File: src/als_pkg.sv
package als_pkg;

  localparam int unsigned COORD_W      = 6;
  localparam int unsigned COLOR_W      = 24;
  localparam int unsigned WEIGHT_W     = 9;
  localparam int unsigned FRAC_W       = 8;
  localparam int unsigned ERR_W        = 7;
  localparam int unsigned SIDE_DEFAULT = 56;
  localparam int unsigned QUEUE_DEPTH  = 2;

  localparam logic [WEIGHT_W-1:0] WEIGHT_FULL = WEIGHT_W'(1 << FRAC_W);

  typedef struct packed {
    logic [COORD_W-1:0] x_start;
    logic [COORD_W-1:0] y_start;
    logic [COORD_W-1:0] x_end;
    logic [COORD_W-1:0] y_end;
    logic [COLOR_W-1:0] color;
  } line_t;

  typedef struct packed {
    logic [COORD_W-1:0]  pixel_x;
    logic [COORD_W-1:0]  pixel_y;
    logic                x_major;
    logic [WEIGHT_W-1:0] weight_minus;
    logic [WEIGHT_W-1:0] weight_plus;
    logic [COLOR_W-1:0]  pixel_color;
    logic                last;
  } result_t;

  // classified line, ordered so the walk goes upward along the major axis
  typedef struct packed {
    logic [COORD_W-1:0] major_start;
    logic [COORD_W-1:0] minor_start;
    logic [COORD_W-1:0] major_stop;
    logic [COORD_W-1:0] minor_stop;
    logic [COORD_W-1:0] delta_minor;
    logic               minor_positive;
    logic               major_is_x;
    logic [COLOR_W-1:0] color;
  } cmd_t;

  typedef struct packed {
    logic full;
    logic empty;
  } q_stat_t;

endpackage

File: src/als_front.sv
module als_front #(
  parameter int unsigned SIDE = als_pkg::SIDE_DEFAULT
) (
  input  als_pkg::line_t line_i,
  output als_pkg::cmd_t  cmd_o
);
  import als_pkg::*;

  localparam logic [COORD_W-1:0] MaxCoord = COORD_W'(SIDE - 1);

  logic [COORD_W-1:0] xa, ya, xb, yb;
  logic [COORD_W-1:0] dx, dy;
  logic [COORD_W-1:0] ma, na, mb, nb;
  logic               x_is_major;

  always_comb begin
    xa = (line_i.x_start > MaxCoord) ? MaxCoord : line_i.x_start;
    ya = (line_i.y_start > MaxCoord) ? MaxCoord : line_i.y_start;
    xb = (line_i.x_end   > MaxCoord) ? MaxCoord : line_i.x_end;
    yb = (line_i.y_end   > MaxCoord) ? MaxCoord : line_i.y_end;
    dx = (xa >= xb) ? xa - xb : xb - xa;
    dy = (ya >= yb) ? ya - yb : yb - ya;
    x_is_major = (dx >= dy);
    // swap endpoints so the major coordinate rises
    if (x_is_major) begin
      if (xa > xb) begin
        ma = xb; na = yb; mb = xa; nb = ya;
      end else begin
        ma = xa; na = ya; mb = xb; nb = yb;
      end
    end else begin
      if (ya > yb) begin
        ma = yb; na = xb; mb = ya; nb = xa;
      end else begin
        ma = ya; na = xa; mb = yb; nb = xb;
      end
    end
    cmd_o.major_start    = ma;
    cmd_o.minor_start    = na;
    cmd_o.major_stop     = mb;
    cmd_o.minor_stop     = nb;
    cmd_o.delta_minor    = (na >= nb) ? na - nb : nb - na;
    cmd_o.minor_positive = (nb > na);
    cmd_o.major_is_x     = x_is_major;
    cmd_o.color          = line_i.color;
  end

endmodule

File: src/als_queue.sv
module als_queue #(
  parameter int unsigned DEPTH = als_pkg::QUEUE_DEPTH
) (
  input  logic             clk_i,
  input  logic             rst_ni,
  input  logic             push_i,
  input  als_pkg::cmd_t    cmd_i,
  input  logic             pop_i,
  output als_pkg::cmd_t    cmd_o,
  output als_pkg::q_stat_t stat_o
);
  import als_pkg::*;

  localparam int unsigned PtrW = $clog2(DEPTH);
  localparam int unsigned CntW = $clog2(DEPTH + 1);
  localparam logic [PtrW-1:0] LastPtr = PtrW'(DEPTH - 1);
  localparam logic [CntW-1:0] FullCnt = CntW'(DEPTH);

  cmd_t            entry_q [DEPTH];
  logic [PtrW-1:0] wr_ptr_q, wr_ptr_d;
  logic [PtrW-1:0] rd_ptr_q, rd_ptr_d;
  logic [CntW-1:0] count_q, count_d;
  logic            do_push, do_pop;

  assign stat_o.full  = (count_q == FullCnt);
  assign stat_o.empty = (count_q == '0);
  assign do_push = push_i && !stat_o.full;
  assign do_pop  = pop_i && !stat_o.empty;
  assign cmd_o   = entry_q[rd_ptr_q];

  always_comb begin
    wr_ptr_d = wr_ptr_q;
    rd_ptr_d = rd_ptr_q;
    count_d  = count_q;
    if (do_push) begin
      wr_ptr_d = (wr_ptr_q == LastPtr) ? '0 : wr_ptr_q + 1'b1;
    end
    if (do_pop) begin
      rd_ptr_d = (rd_ptr_q == LastPtr) ? '0 : rd_ptr_q + 1'b1;
    end
    if (do_push && !do_pop) begin
      count_d = count_q + 1'b1;
    end else if (do_pop && !do_push) begin
      count_d = count_q - 1'b1;
    end
  end

  always_ff @(posedge clk_i or negedge rst_ni) begin
    if (!rst_ni) begin
      wr_ptr_q <= '0;
      rd_ptr_q <= '0;
      count_q  <= '0;
    end else begin
      wr_ptr_q <= wr_ptr_d;
      rd_ptr_q <= rd_ptr_d;
      count_q  <= count_d;
    end
  end

  always_ff @(posedge clk_i) begin
    if (do_push) begin
      entry_q[wr_ptr_q] <= cmd_i;
    end
  end

endmodule

File: src/als_back.sv
module als_back (
  input  logic             clk_i,
  input  logic             rst_ni,
  input  als_pkg::q_stat_t stat_i,
  input  als_pkg::cmd_t    cmd_i,
  output logic             pop_o,
  output logic             strobe_o,
  output als_pkg::result_t result_o
);
  import als_pkg::*;

  localparam int unsigned CntW = $clog2(FRAC_W);
  localparam logic [CntW-1:0] LastIter = CntW'(FRAC_W - 1);

  localparam logic [1:0] StIdle = 2'd0;
  localparam logic [1:0] StStep = 2'd1;
  localparam logic [1:0] StDiv  = 2'd2;
  localparam logic [1:0] StEnd  = 2'd3;

  logic [1:0]         state_q, state_d;
  logic [COORD_W-1:0] cur_major_q, cur_major_d;
  logic [COORD_W-1:0] cur_minor_q, cur_minor_d;
  logic [COORD_W-1:0] stop_major_q, stop_major_d;
  logic [COORD_W-1:0] stop_minor_q, stop_minor_d;
  logic [COORD_W-1:0] delta_major_q, delta_major_d;
  logic [COORD_W-1:0] delta_minor_q, delta_minor_d;
  logic [ERR_W-1:0]   err_q, err_d;
  logic               pos_q, pos_d;
  logic               mx_q, mx_d;
  logic [COLOR_W-1:0] color_q, color_d;
  logic [ERR_W-1:0]   rem_q, rem_d;
  logic [FRAC_W-1:0]  quot_q, quot_d;
  logic [CntW-1:0]    iter_q, iter_d;
  logic               strobe_q, strobe_d;
  result_t            result_q, result_d;

  logic [ERR_W-1:0]  err_ext_dmaj, err_ext_dmin;
  logic [ERR_W-1:0]  rem_shift;
  logic              rem_ge;
  logic [FRAC_W-1:0] quot_next;
  logic [WEIGHT_W-1:0] q_wide;

  function automatic result_t pack_result(logic mx, logic [COORD_W-1:0] maj,
                                          logic [COORD_W-1:0] mnr,
                                          logic [WEIGHT_W-1:0] wm,
                                          logic [WEIGHT_W-1:0] wp,
                                          logic [COLOR_W-1:0] col, logic lst);
    result_t r;
    r.pixel_x      = mx ? maj : mnr;
    r.pixel_y      = mx ? mnr : maj;
    r.x_major      = mx;
    r.weight_minus = wm;
    r.weight_plus  = wp;
    r.pixel_color  = col;
    r.last         = lst;
    return r;
  endfunction

  assign err_ext_dmaj = ERR_W'(delta_major_q);
  assign err_ext_dmin = ERR_W'(delta_minor_q);
  // one restoring division step per cycle
  assign rem_shift = {rem_q[ERR_W-2:0], 1'b0};
  assign rem_ge    = (rem_shift >= err_ext_dmaj);
  assign quot_next = {quot_q[FRAC_W-2:0], rem_ge};
  assign q_wide    = WEIGHT_W'(quot_next);

  assign pop_o    = (state_q == StIdle) && !stat_i.empty;
  assign strobe_o = strobe_q;
  assign result_o = result_q;

  always_comb begin
    state_d       = state_q;
    cur_major_d   = cur_major_q;
    cur_minor_d   = cur_minor_q;
    stop_major_d  = stop_major_q;
    stop_minor_d  = stop_minor_q;
    delta_major_d = delta_major_q;
    delta_minor_d = delta_minor_q;
    err_d         = err_q;
    pos_d         = pos_q;
    mx_d          = mx_q;
    color_d       = color_q;
    rem_d         = rem_q;
    quot_d        = quot_q;
    iter_d        = iter_q;
    strobe_d      = 1'b0;
    result_d      = result_q;
    unique case (state_q)
      StIdle: begin
        if (!stat_i.empty) begin
          cur_major_d   = cmd_i.major_start;
          cur_minor_d   = cmd_i.minor_start;
          stop_major_d  = cmd_i.major_stop;
          stop_minor_d  = cmd_i.minor_stop;
          delta_major_d = cmd_i.major_stop - cmd_i.major_start;
          delta_minor_d = cmd_i.delta_minor;
          err_d         = ERR_W'(delta_major_d >> 1);
          pos_d         = cmd_i.minor_positive;
          mx_d          = cmd_i.major_is_x;
          color_d       = cmd_i.color;
          strobe_d      = 1'b1;
          result_d      = pack_result(cmd_i.major_is_x, cmd_i.major_start,
                                      cmd_i.minor_start, '0, '0, cmd_i.color, 1'b0);
          state_d       = (cmd_i.major_start < cmd_i.major_stop) ? StStep : StEnd;
        end
      end
      StStep: begin
        if (err_q < err_ext_dmin) begin
          err_d       = err_q + err_ext_dmaj - err_ext_dmin;
          cur_minor_d = pos_q ? cur_minor_q + 1'b1 : cur_minor_q - 1'b1;
        end else begin
          err_d = err_q - err_ext_dmin;
        end
        cur_major_d = cur_major_q + 1'b1;
        rem_d       = err_d;
        quot_d      = '0;
        iter_d      = '0;
        state_d     = StDiv;
      end
      StDiv: begin
        rem_d  = rem_ge ? rem_shift - err_ext_dmaj : rem_shift;
        quot_d = quot_next;
        iter_d = iter_q + 1'b1;
        if (iter_q == LastIter) begin
          strobe_d = 1'b1;
          // mirror the coverage when the minor coordinate rises
          if (pos_q) begin
            result_d = pack_result(mx_q, cur_major_q, cur_minor_q, q_wide,
                                   WEIGHT_FULL - q_wide, color_q, 1'b0);
          end else begin
            result_d = pack_result(mx_q, cur_major_q, cur_minor_q,
                                   WEIGHT_FULL - q_wide, q_wide, color_q, 1'b0);
          end
          state_d = (cur_major_q < stop_major_q) ? StStep : StEnd;
        end
      end
      StEnd: begin
        strobe_d = 1'b1;
        result_d = pack_result(mx_q, stop_major_q, stop_minor_q, '0, '0, color_q, 1'b1);
        state_d  = StIdle;
      end
      default: state_d = StIdle;
    endcase
  end

  always_ff @(posedge clk_i or negedge rst_ni) begin
    if (!rst_ni) begin
      state_q  <= StIdle;
      strobe_q <= 1'b0;
    end else begin
      state_q  <= state_d;
      strobe_q <= strobe_d;
    end
  end

  always_ff @(posedge clk_i) begin
    cur_major_q   <= cur_major_d;
    cur_minor_q   <= cur_minor_d;
    stop_major_q  <= stop_major_d;
    stop_minor_q  <= stop_minor_d;
    delta_major_q <= delta_major_d;
    delta_minor_q <= delta_minor_d;
    err_q         <= err_d;
    pos_q         <= pos_d;
    mx_q          <= mx_d;
    color_q       <= color_d;
    rem_q         <= rem_d;
    quot_q        <= quot_d;
    iter_q        <= iter_d;
    result_q      <= result_d;
  end

endmodule

File: src/antialiased_line_stepper.sv
// start_i writes a queue entry; the idle walker pops it and registers the start word
// each step word then comes from one update state and the coverage divider state,
// so a line of major length d holds the walker for d step words plus start and end words
// a two-entry command queue takes new lines while the walker runs; busy_o means it is full
// results are never stalled; reset (rst_ni low) empties the queue and idles the walker
module antialiased_line_stepper #(
  parameter int unsigned SIDE  = als_pkg::SIDE_DEFAULT,
  parameter int unsigned QDEPTH = als_pkg::QUEUE_DEPTH
) (
  input  logic             clk_i,
  input  logic             rst_ni,
  input  logic             start_i,
  input  als_pkg::line_t   line_i,
  output logic             busy_o,
  output logic             result_strobe_o,
  output als_pkg::result_t result_o
);
  import als_pkg::*;

  cmd_t    front_cmd;
  cmd_t    queue_cmd;
  q_stat_t queue_stat;
  logic    back_pop;

  assign busy_o = queue_stat.full;

  als_front #(
    .SIDE (SIDE)
  ) u_front (
    .line_i (line_i),
    .cmd_o  (front_cmd)
  );

  als_queue #(
    .DEPTH (QDEPTH)
  ) u_queue (
    .clk_i  (clk_i),
    .rst_ni (rst_ni),
    .push_i (start_i),
    .cmd_i  (front_cmd),
    .pop_i  (back_pop),
    .cmd_o  (queue_cmd),
    .stat_o (queue_stat)
  );

  als_back u_back (
    .clk_i    (clk_i),
    .rst_ni   (rst_ni),
    .stat_i   (queue_stat),
    .cmd_i    (queue_cmd),
    .pop_o    (back_pop),
    .strobe_o (result_strobe_o),
    .result_o (result_o)
  );

endmodule

File: config.mk
export PLATFORM = sky130hd
export DESIGN_NAME = antialiased_line_stepper
export DESIGN_NICKNAME = d
export VERILOG_FILES = /design/src/als_pkg.sv /design/src/als_front.sv /design/src/als_queue.sv /design/src/als_back.sv /design/src/antialiased_line_stepper.sv
export SDC_FILE = /design/constraint.sdc
export NUM_CORES = 1
export LEC_CHECK = 0
export ABC_AREA = 1
export BUFFER_PORTS_ARGS = -buffer_cell sky130_fd_sc_hd__buf_4
export CAP_MARGIN = 20
export CORE_AREA = 3 3 162 164
export CTS_BUF_LIST = sky130_fd_sc_hd__clkbuf_16
export CTS_CLUSTER_DIAMETER = 30
export DETAILED_ROUTE_END_ITERATION = 10
export DIE_AREA = 0 0 165 167
export GPL_ROUTABILITY_DRIVEN = 0
export HOLD_SLACK_MARGIN = 0.12
export PLACE_DENSITY = 0.88
export REMOVE_ABC_BUFFERS = 1
export SLEW_MARGIN = 20
export SYNTH_ARGS = -nofsm -noshare
export SYNTH_HDL_FRONTEND = slang
export SYNTH_HIERARCHICAL = 1
export SYNTH_SLANG_ARGS = --single-unit
File: constraint.sdc
create_clock -name clk_i -period 7.6 [get_ports clk_i]
set_clock_uncertainty 0.05 [all_clocks]
set_input_delay 0 -clock clk_i [delete_from_list [all_inputs] [get_ports clk_i]]
set_output_delay 0 -clock clk_i [all_outputs]
set_load 0.1 [all_outputs]
# Word level (Yosys, flattened, before mapping)
# Memory sizes are Yosys's and may differ from the RTL's.
# Index checks and enable logic that the tools add are counted.
[op_classes]
n_addsub = 20
order_cmp = 15
n_eq_ne = 8
muxes = 56
bitwise = 1
n_reduce_logical = 20
[op_table]
columns = ["operator", "count"]
rows = [
  ["2-to-1 mux 6 bit", 30],
  ["one-hot mux 56 bit (3 select lines)", 1],
  ["2-to-1 mux 56 bit", 2],
  ["subtractor 6 bit", 8],
  ["2-to-1 mux 43 bit", 1],
  ["one-hot mux 6 bit (2 select lines)", 3],
  ["one-hot mux 7 bit (2 select lines)", 2],
  [">= comparator 6 bit", 4],
  ["> comparator 6 bit (second input constant)", 4],
  ["> comparator 6 bit", 3],
  ["2-to-1 mux 7 bit", 2],
  ["subtractor 7 x 6 -> 7 bit", 2],
  ["adder 6 x 1 -> 6 bit (second input constant)", 2],
  ["less-than comparator 6 bit", 2],
  ["2-to-1 mux 2 bit", 6],
  ["subtractor 9 x 8 -> 9 bit (first input constant)", 1],
  ["one-hot mux 2 bit (4 select lines)", 1],
  ["adder 7 x 6 -> 7 bit", 1],
  [">= comparator 7 x 6 -> 1 bit", 1],
  ["less-than comparator 7 x 6 -> 1 bit", 1],
  ["equality test 2 bit (second input constant)", 3],
  ["2-to-1 mux 1 bit", 6],
  ["one-hot mux 3 bit (2 select lines)", 1],
  ["AND reduction 2 bit", 3],
  ["17 further kinds", 30],
]
[totals]
reg_bits = 148
ram_bits = 112
in_bits = 51
out_inout_bits = 58
word_cells = 146
n_memories = 1
[memory_table]
columns = ["name", "words", "word_bits", "rd", "rd_clocked_by_memory_dff", "wr", "line", "source"]
rows = [
  ["u_queue.entry_q", 2, 56, 1, 0, 1, "als_queue.sv:19", "cmd_t entry_q [DEPTH];"],
]

# Logic depth before layout (Yosys ltp)
[depth]
ltp_word = 8
mapped_depth = 36
ltp_nobuf = 34

# By module
# The synthesis kept the hierarchy.
[by_module_without_submodules]
columns = ["mod", "n_inst", "cells_each", "area_per_inst_um2", "seq_area_each_um2"]
rows = [
  ["als_back", 1, 767, 7711.1, 4279.1],
  ["als_queue", 1, 324, 4295.4, 3463.3],
  ["als_front", 1, 475, 2904.0, 0.0],
]

# Worst setup path before layout
# Ideal clock, no wire load.
[synth_timing]
kind = "input -> register"
from = "input port line_i[46] in the netlist's numbering"
to = "memory u_queue/entry_q[0][28] in the netlist's numbering (data pin)"
setup_ns = 0.262
arrival_time_ns = 5.195
required_time_ns = 7.288
setup_slack_ns = 2.093
cell_stages = 31
n_path_buf = 3
path_cell_list = "buf_2 nand3_2 nand2_2 inv_1 ha_1 ha_1 o21bai_1 nand3_2 nand2_4 nor2_2 mux2i_1 nor3_1 nor2_1 xnor2_1 ha_1 nand2_1 nor2_1 o21ai_0 o211ai_1 a21oi_1 inv_1 buf_2 buf_1 a32oi_1 inv_1 fa_1 a221o_1 o211ai_4 nand2_4 nand2_1 o21ai_1"
[synth_rtl]
columns = ["item", "line", "source"]
rows = [
  ["start, declared", "antialiased_line_stepper.sv:13", "input als_pkg::line_t line_i,"],
  ["end, declared", "als_queue.sv:19", ""],
]

==> run_results.csv <==
group,metric,value,unit
yosys,synth-async-reset-ratio,2.70,%
critical_path,crit_arrival,6.74,ns
sta,min_period_over_period,85.8,%
critical_path,rr_worst_depth,14,
layout,drive_gt1_share,15.7,%
yosys,syn_avg_cell_area,9.52,um2
clock_tree,cts-buffers-inserted,45,
sta,hold_viol,0,
sta,rsz0062_at_grt,"false",
critical_path,crit_fanout,30,
yosys,syn_inst,1566,
detailed_routing,vias,12600,
sta,tns,0,ns
sta,layout_min_cycle_time,6.52,ns
layout,nets,1842,
detailed_routing,drtIter0Drc,1882,
placed_design,place.detailed.hpwl,24000,um
clock_tree,root_buffer,"clkbuf_16",
critical_path,reg2reg_slack,3.92,ns
detailed_routing,vias_per_cell,6.12,
clock_tree,cts-htree-levels,2,
yosys,synth_top_cell_area_share,50.8,%
sta,hold_slack,0.120,ns
clock_tree,clockBufferDepth,3,
floorplanning,core_area,25000,um2
yosys,ys_ff_latch,259,
detailed_routing,route.final.wire_length,41200,um
critical_path,cp-end-kind,"flop",
yosys,synth_area_leader_cell,"edfxtp_1",
layout,fillers,1537,
sta,timing.fmax,153,MHz
floorplanning,die_h,167,um
clock_tree,cts_resized,0,
floorplanning,die_x,165,um
critical_path,cpPeakStageDelay,0.65,ns
global_routing,gr-total-overflow,0,
global_routing,grt_pass1_wl,65600,um
critical_path,cpLargestDelayFamily,"compound AO/OA/AOI/OAI gates",
min_path,hp-class,"in -> reg",
layout,diodes,0,
min_path,whs_endpoint,"u_queue/entry_q[0][15]",
floorplanning,ios,109,
yosys,synth.distinct_cells,55,
yosys,netlist_area,14900,um2
sta,worstMarginPinSlew,0.976,ns
detailed_routing,drtAntennaViolNets,0,
clock_tree,post_cts_buffers,0,
yosys,yosysSeqAreaShare,51.9,%
floorplanning,rows,58,
min_path,min_delay_path_depth,2,
global_routing,antenna_found_initial,1,
critical_path,worst-path-buf-inv,6,
yosys,synthTopCellsByArea,"edfxtp_1 51%, nand2_1 11%, ha_1 6.5%",
layout,area_delta_synth_final,19.0,%
status,status,"complete, no violations",
critical_path,cpMaxStageDelayCell,"inv_1",
floorplanning,start_util,59.6,%
yosys,ys.flop_type,"edfxtp_1",
floorplanning,dieArea,27600,um2
clock_tree,postCtsHoldBufs,52,
min_path,hp-start,"line_i[15]",
critical_path,critPathRequiredTime,7.82,ns
run,maxCapViolations,0,
yosys,synth-edff-count,252,
global_routing,grt_usage,30.0,%
critical_path,crit_type,"in -> reg",
clock_tree,cts_tree,"yes",
clock_tree,cts_sinks,259,
detailed_routing,drc,0,
detailed_routing,wl_per_cell,20.0,um
yosys,ys_warn_count,6,
global_routing,grt_start_max_net_pins,59,
sta,drv_slew,0,
critical_path,critPathLaunchType,"input port",
clock_tree,clock_latency,0.56,ns
critical_path,timing.rr.end,"u_back/err_q[4]",
sta,setup_viol,0,
global_routing,grt_pass1_vias,12500,
detailed_routing,drt-pass1-iter-count,7,
critical_path,r2r_start,"u_queue/rd_ptr_q",
placed_design,portBuffers,108,
sta,slew_headroom,34.4,%
clock_tree,path_clk_slew,0.05,ns
layout by cell type, fill, tap and decap left out, types with 7 or more instances in the layout:
master	Yosys	routed
nand2_2	16	16
nand2_4	9	9
ha_1	77	77
buf_4	32	117
o21ai_0	122	122
inv_2	13	14
inv_1	175	177
xor2_1	22	22
nand3_2	10	10
nand3_1	75	75
clkbuf_16	0	45
nor2_1	59	56
edfxtp_1	252	252
fa_1	14	14
o21ai_2	7	7
a21oi_1	101	101
xnor2_1	15	15
o22ai_1	10	10
nand4_1	9	9
nand2_1	419	419
clkinv_2	0	8
o21a_1	7	7
dlygate4sd3_1	0	52
worst max path at each step:
stage | startpoint | slack [ns] | cells after the start | to
after floorplan | line_i[45] | 1.50 | 28 | u_queue/entry_q[0][28]
after global placement | line_i[46] | 1.79 | 31 | u_queue/entry_q[0][28]
after detailed placement | line_i[46] | 1.51 | 33 | u_queue/entry_q[0][28]
after CTS | line_i[46] | 1.45 | 32 | u_queue/entry_q[0][28]
after global routing | line_i[46] | 0.68 | 32 | u_queue/entry_q[0][28]
final | line_i[41] | 1.08 | 29 | u_queue/entry_q[0][28]
cell families after synthesis:
family,count (synthesis),share of synthesized area [%]
xor+xnor,37,2.17
mux,4,0.269
buf+inv,271,7.99
simple gates,618,18.4
fa+ha+maj,91,8.34
compound gates,286,10.9
flops,259,51.9
final cells by class:
cell class	count	area, um2	share of cell area, %
inverters	189	709	4.00
well taps	330	413	2.33
clock buffers	45	1130	6.34
repair buffers	169	1400	7.88
clock inverters	35	360	2.03
flip-flops and latches	259	7740	43.6
multi-input cells	1036	6000	33.8
stage by stage:
step,std cells,setup slack (ns),instance area (um2),util (%)
after CTS,2063,1.45,17800,70.9
after detailed placement,1931,1.51,15700,62.9
after floorplan,1484,1.50,14400,-
final,2063,1.08,17800,70.9
after global routing,2063,0.679,17800,70.9
after global placement,1931,1.79,15700,62.9
per-layer routing:
| layer | global-route usage, % | vias up | routed length (um) |
|---|---|---|---|
| met5 | 0 | - | 13 |
| met4 | 15.2 | 2 | 2390 |
| met3 | 5.60 | 242 | 4220 |
| met2 | 50.7 | 1017 | 20600 |
| met1 | 36.6 | 5833 | 14000 |
| li1 | - | 5537 | - |
worst reg2reg max path, delay by kind of cell, from the launching register on:
family	cells	cell delay (ns)
AOI/OAI and AO/OA	1	0.10
xor gates and xnor gates	1	0.38
adders and majority gates	1	0.39
buffers and inverters	5	1.50
DFF	1	0.38
and+or+nand+nor	6	0.71
synth_stat cells, types with 4 or more instances:
cell type,instances
o211ai_1,4
nand2_2,16
nor2_1,59
buf_4,32
or2_2,4
xor2_1,22
a32oi_1,6
nand2_1,419
buf_6,4
o21a_1,7
nor3_1,5
inv_2,13
o21ai_2,7
o21ai_0,122
nand2_4,9
a21oi_1,101
nand3_1,75
buf_2,18
clkbuf_1,24
dfrtp_1,7
nand3_2,10
inv_1,175
ha_1,77
fa_1,14
edfxtp_1,252
nand4_1,9
mux2i_1,4
xnor2_1,15
o22ai_1,10
registers in the layout (all words and copies together), names as in the netlist:
register,cells
u_back/delta_minor_q,6
u_queue/wr_ptr_q,1
u_back/cur_minor_q,6
u_back/delta_major_q,6
u_back/mx_q,1
u_back/quot_q,7
u_queue/count_q,2
u_back/stop_major_q,6
u_back/state_q,2
u_back/pos_q,1
u_queue/entry_q,112
u_back/result_o,55
u_back/err_q,7
u_queue/rd_ptr_q,1
u_back/rem_q,6
u_back/strobe_o,1
u_back/stop_minor_q,6
u_back/cur_major_q,6
u_back/color_q,24
u_back/iter_q,3
Power is not shown: default switching activity piles up to over one toggle a cycle in this logic, so the estimate is an artifact.
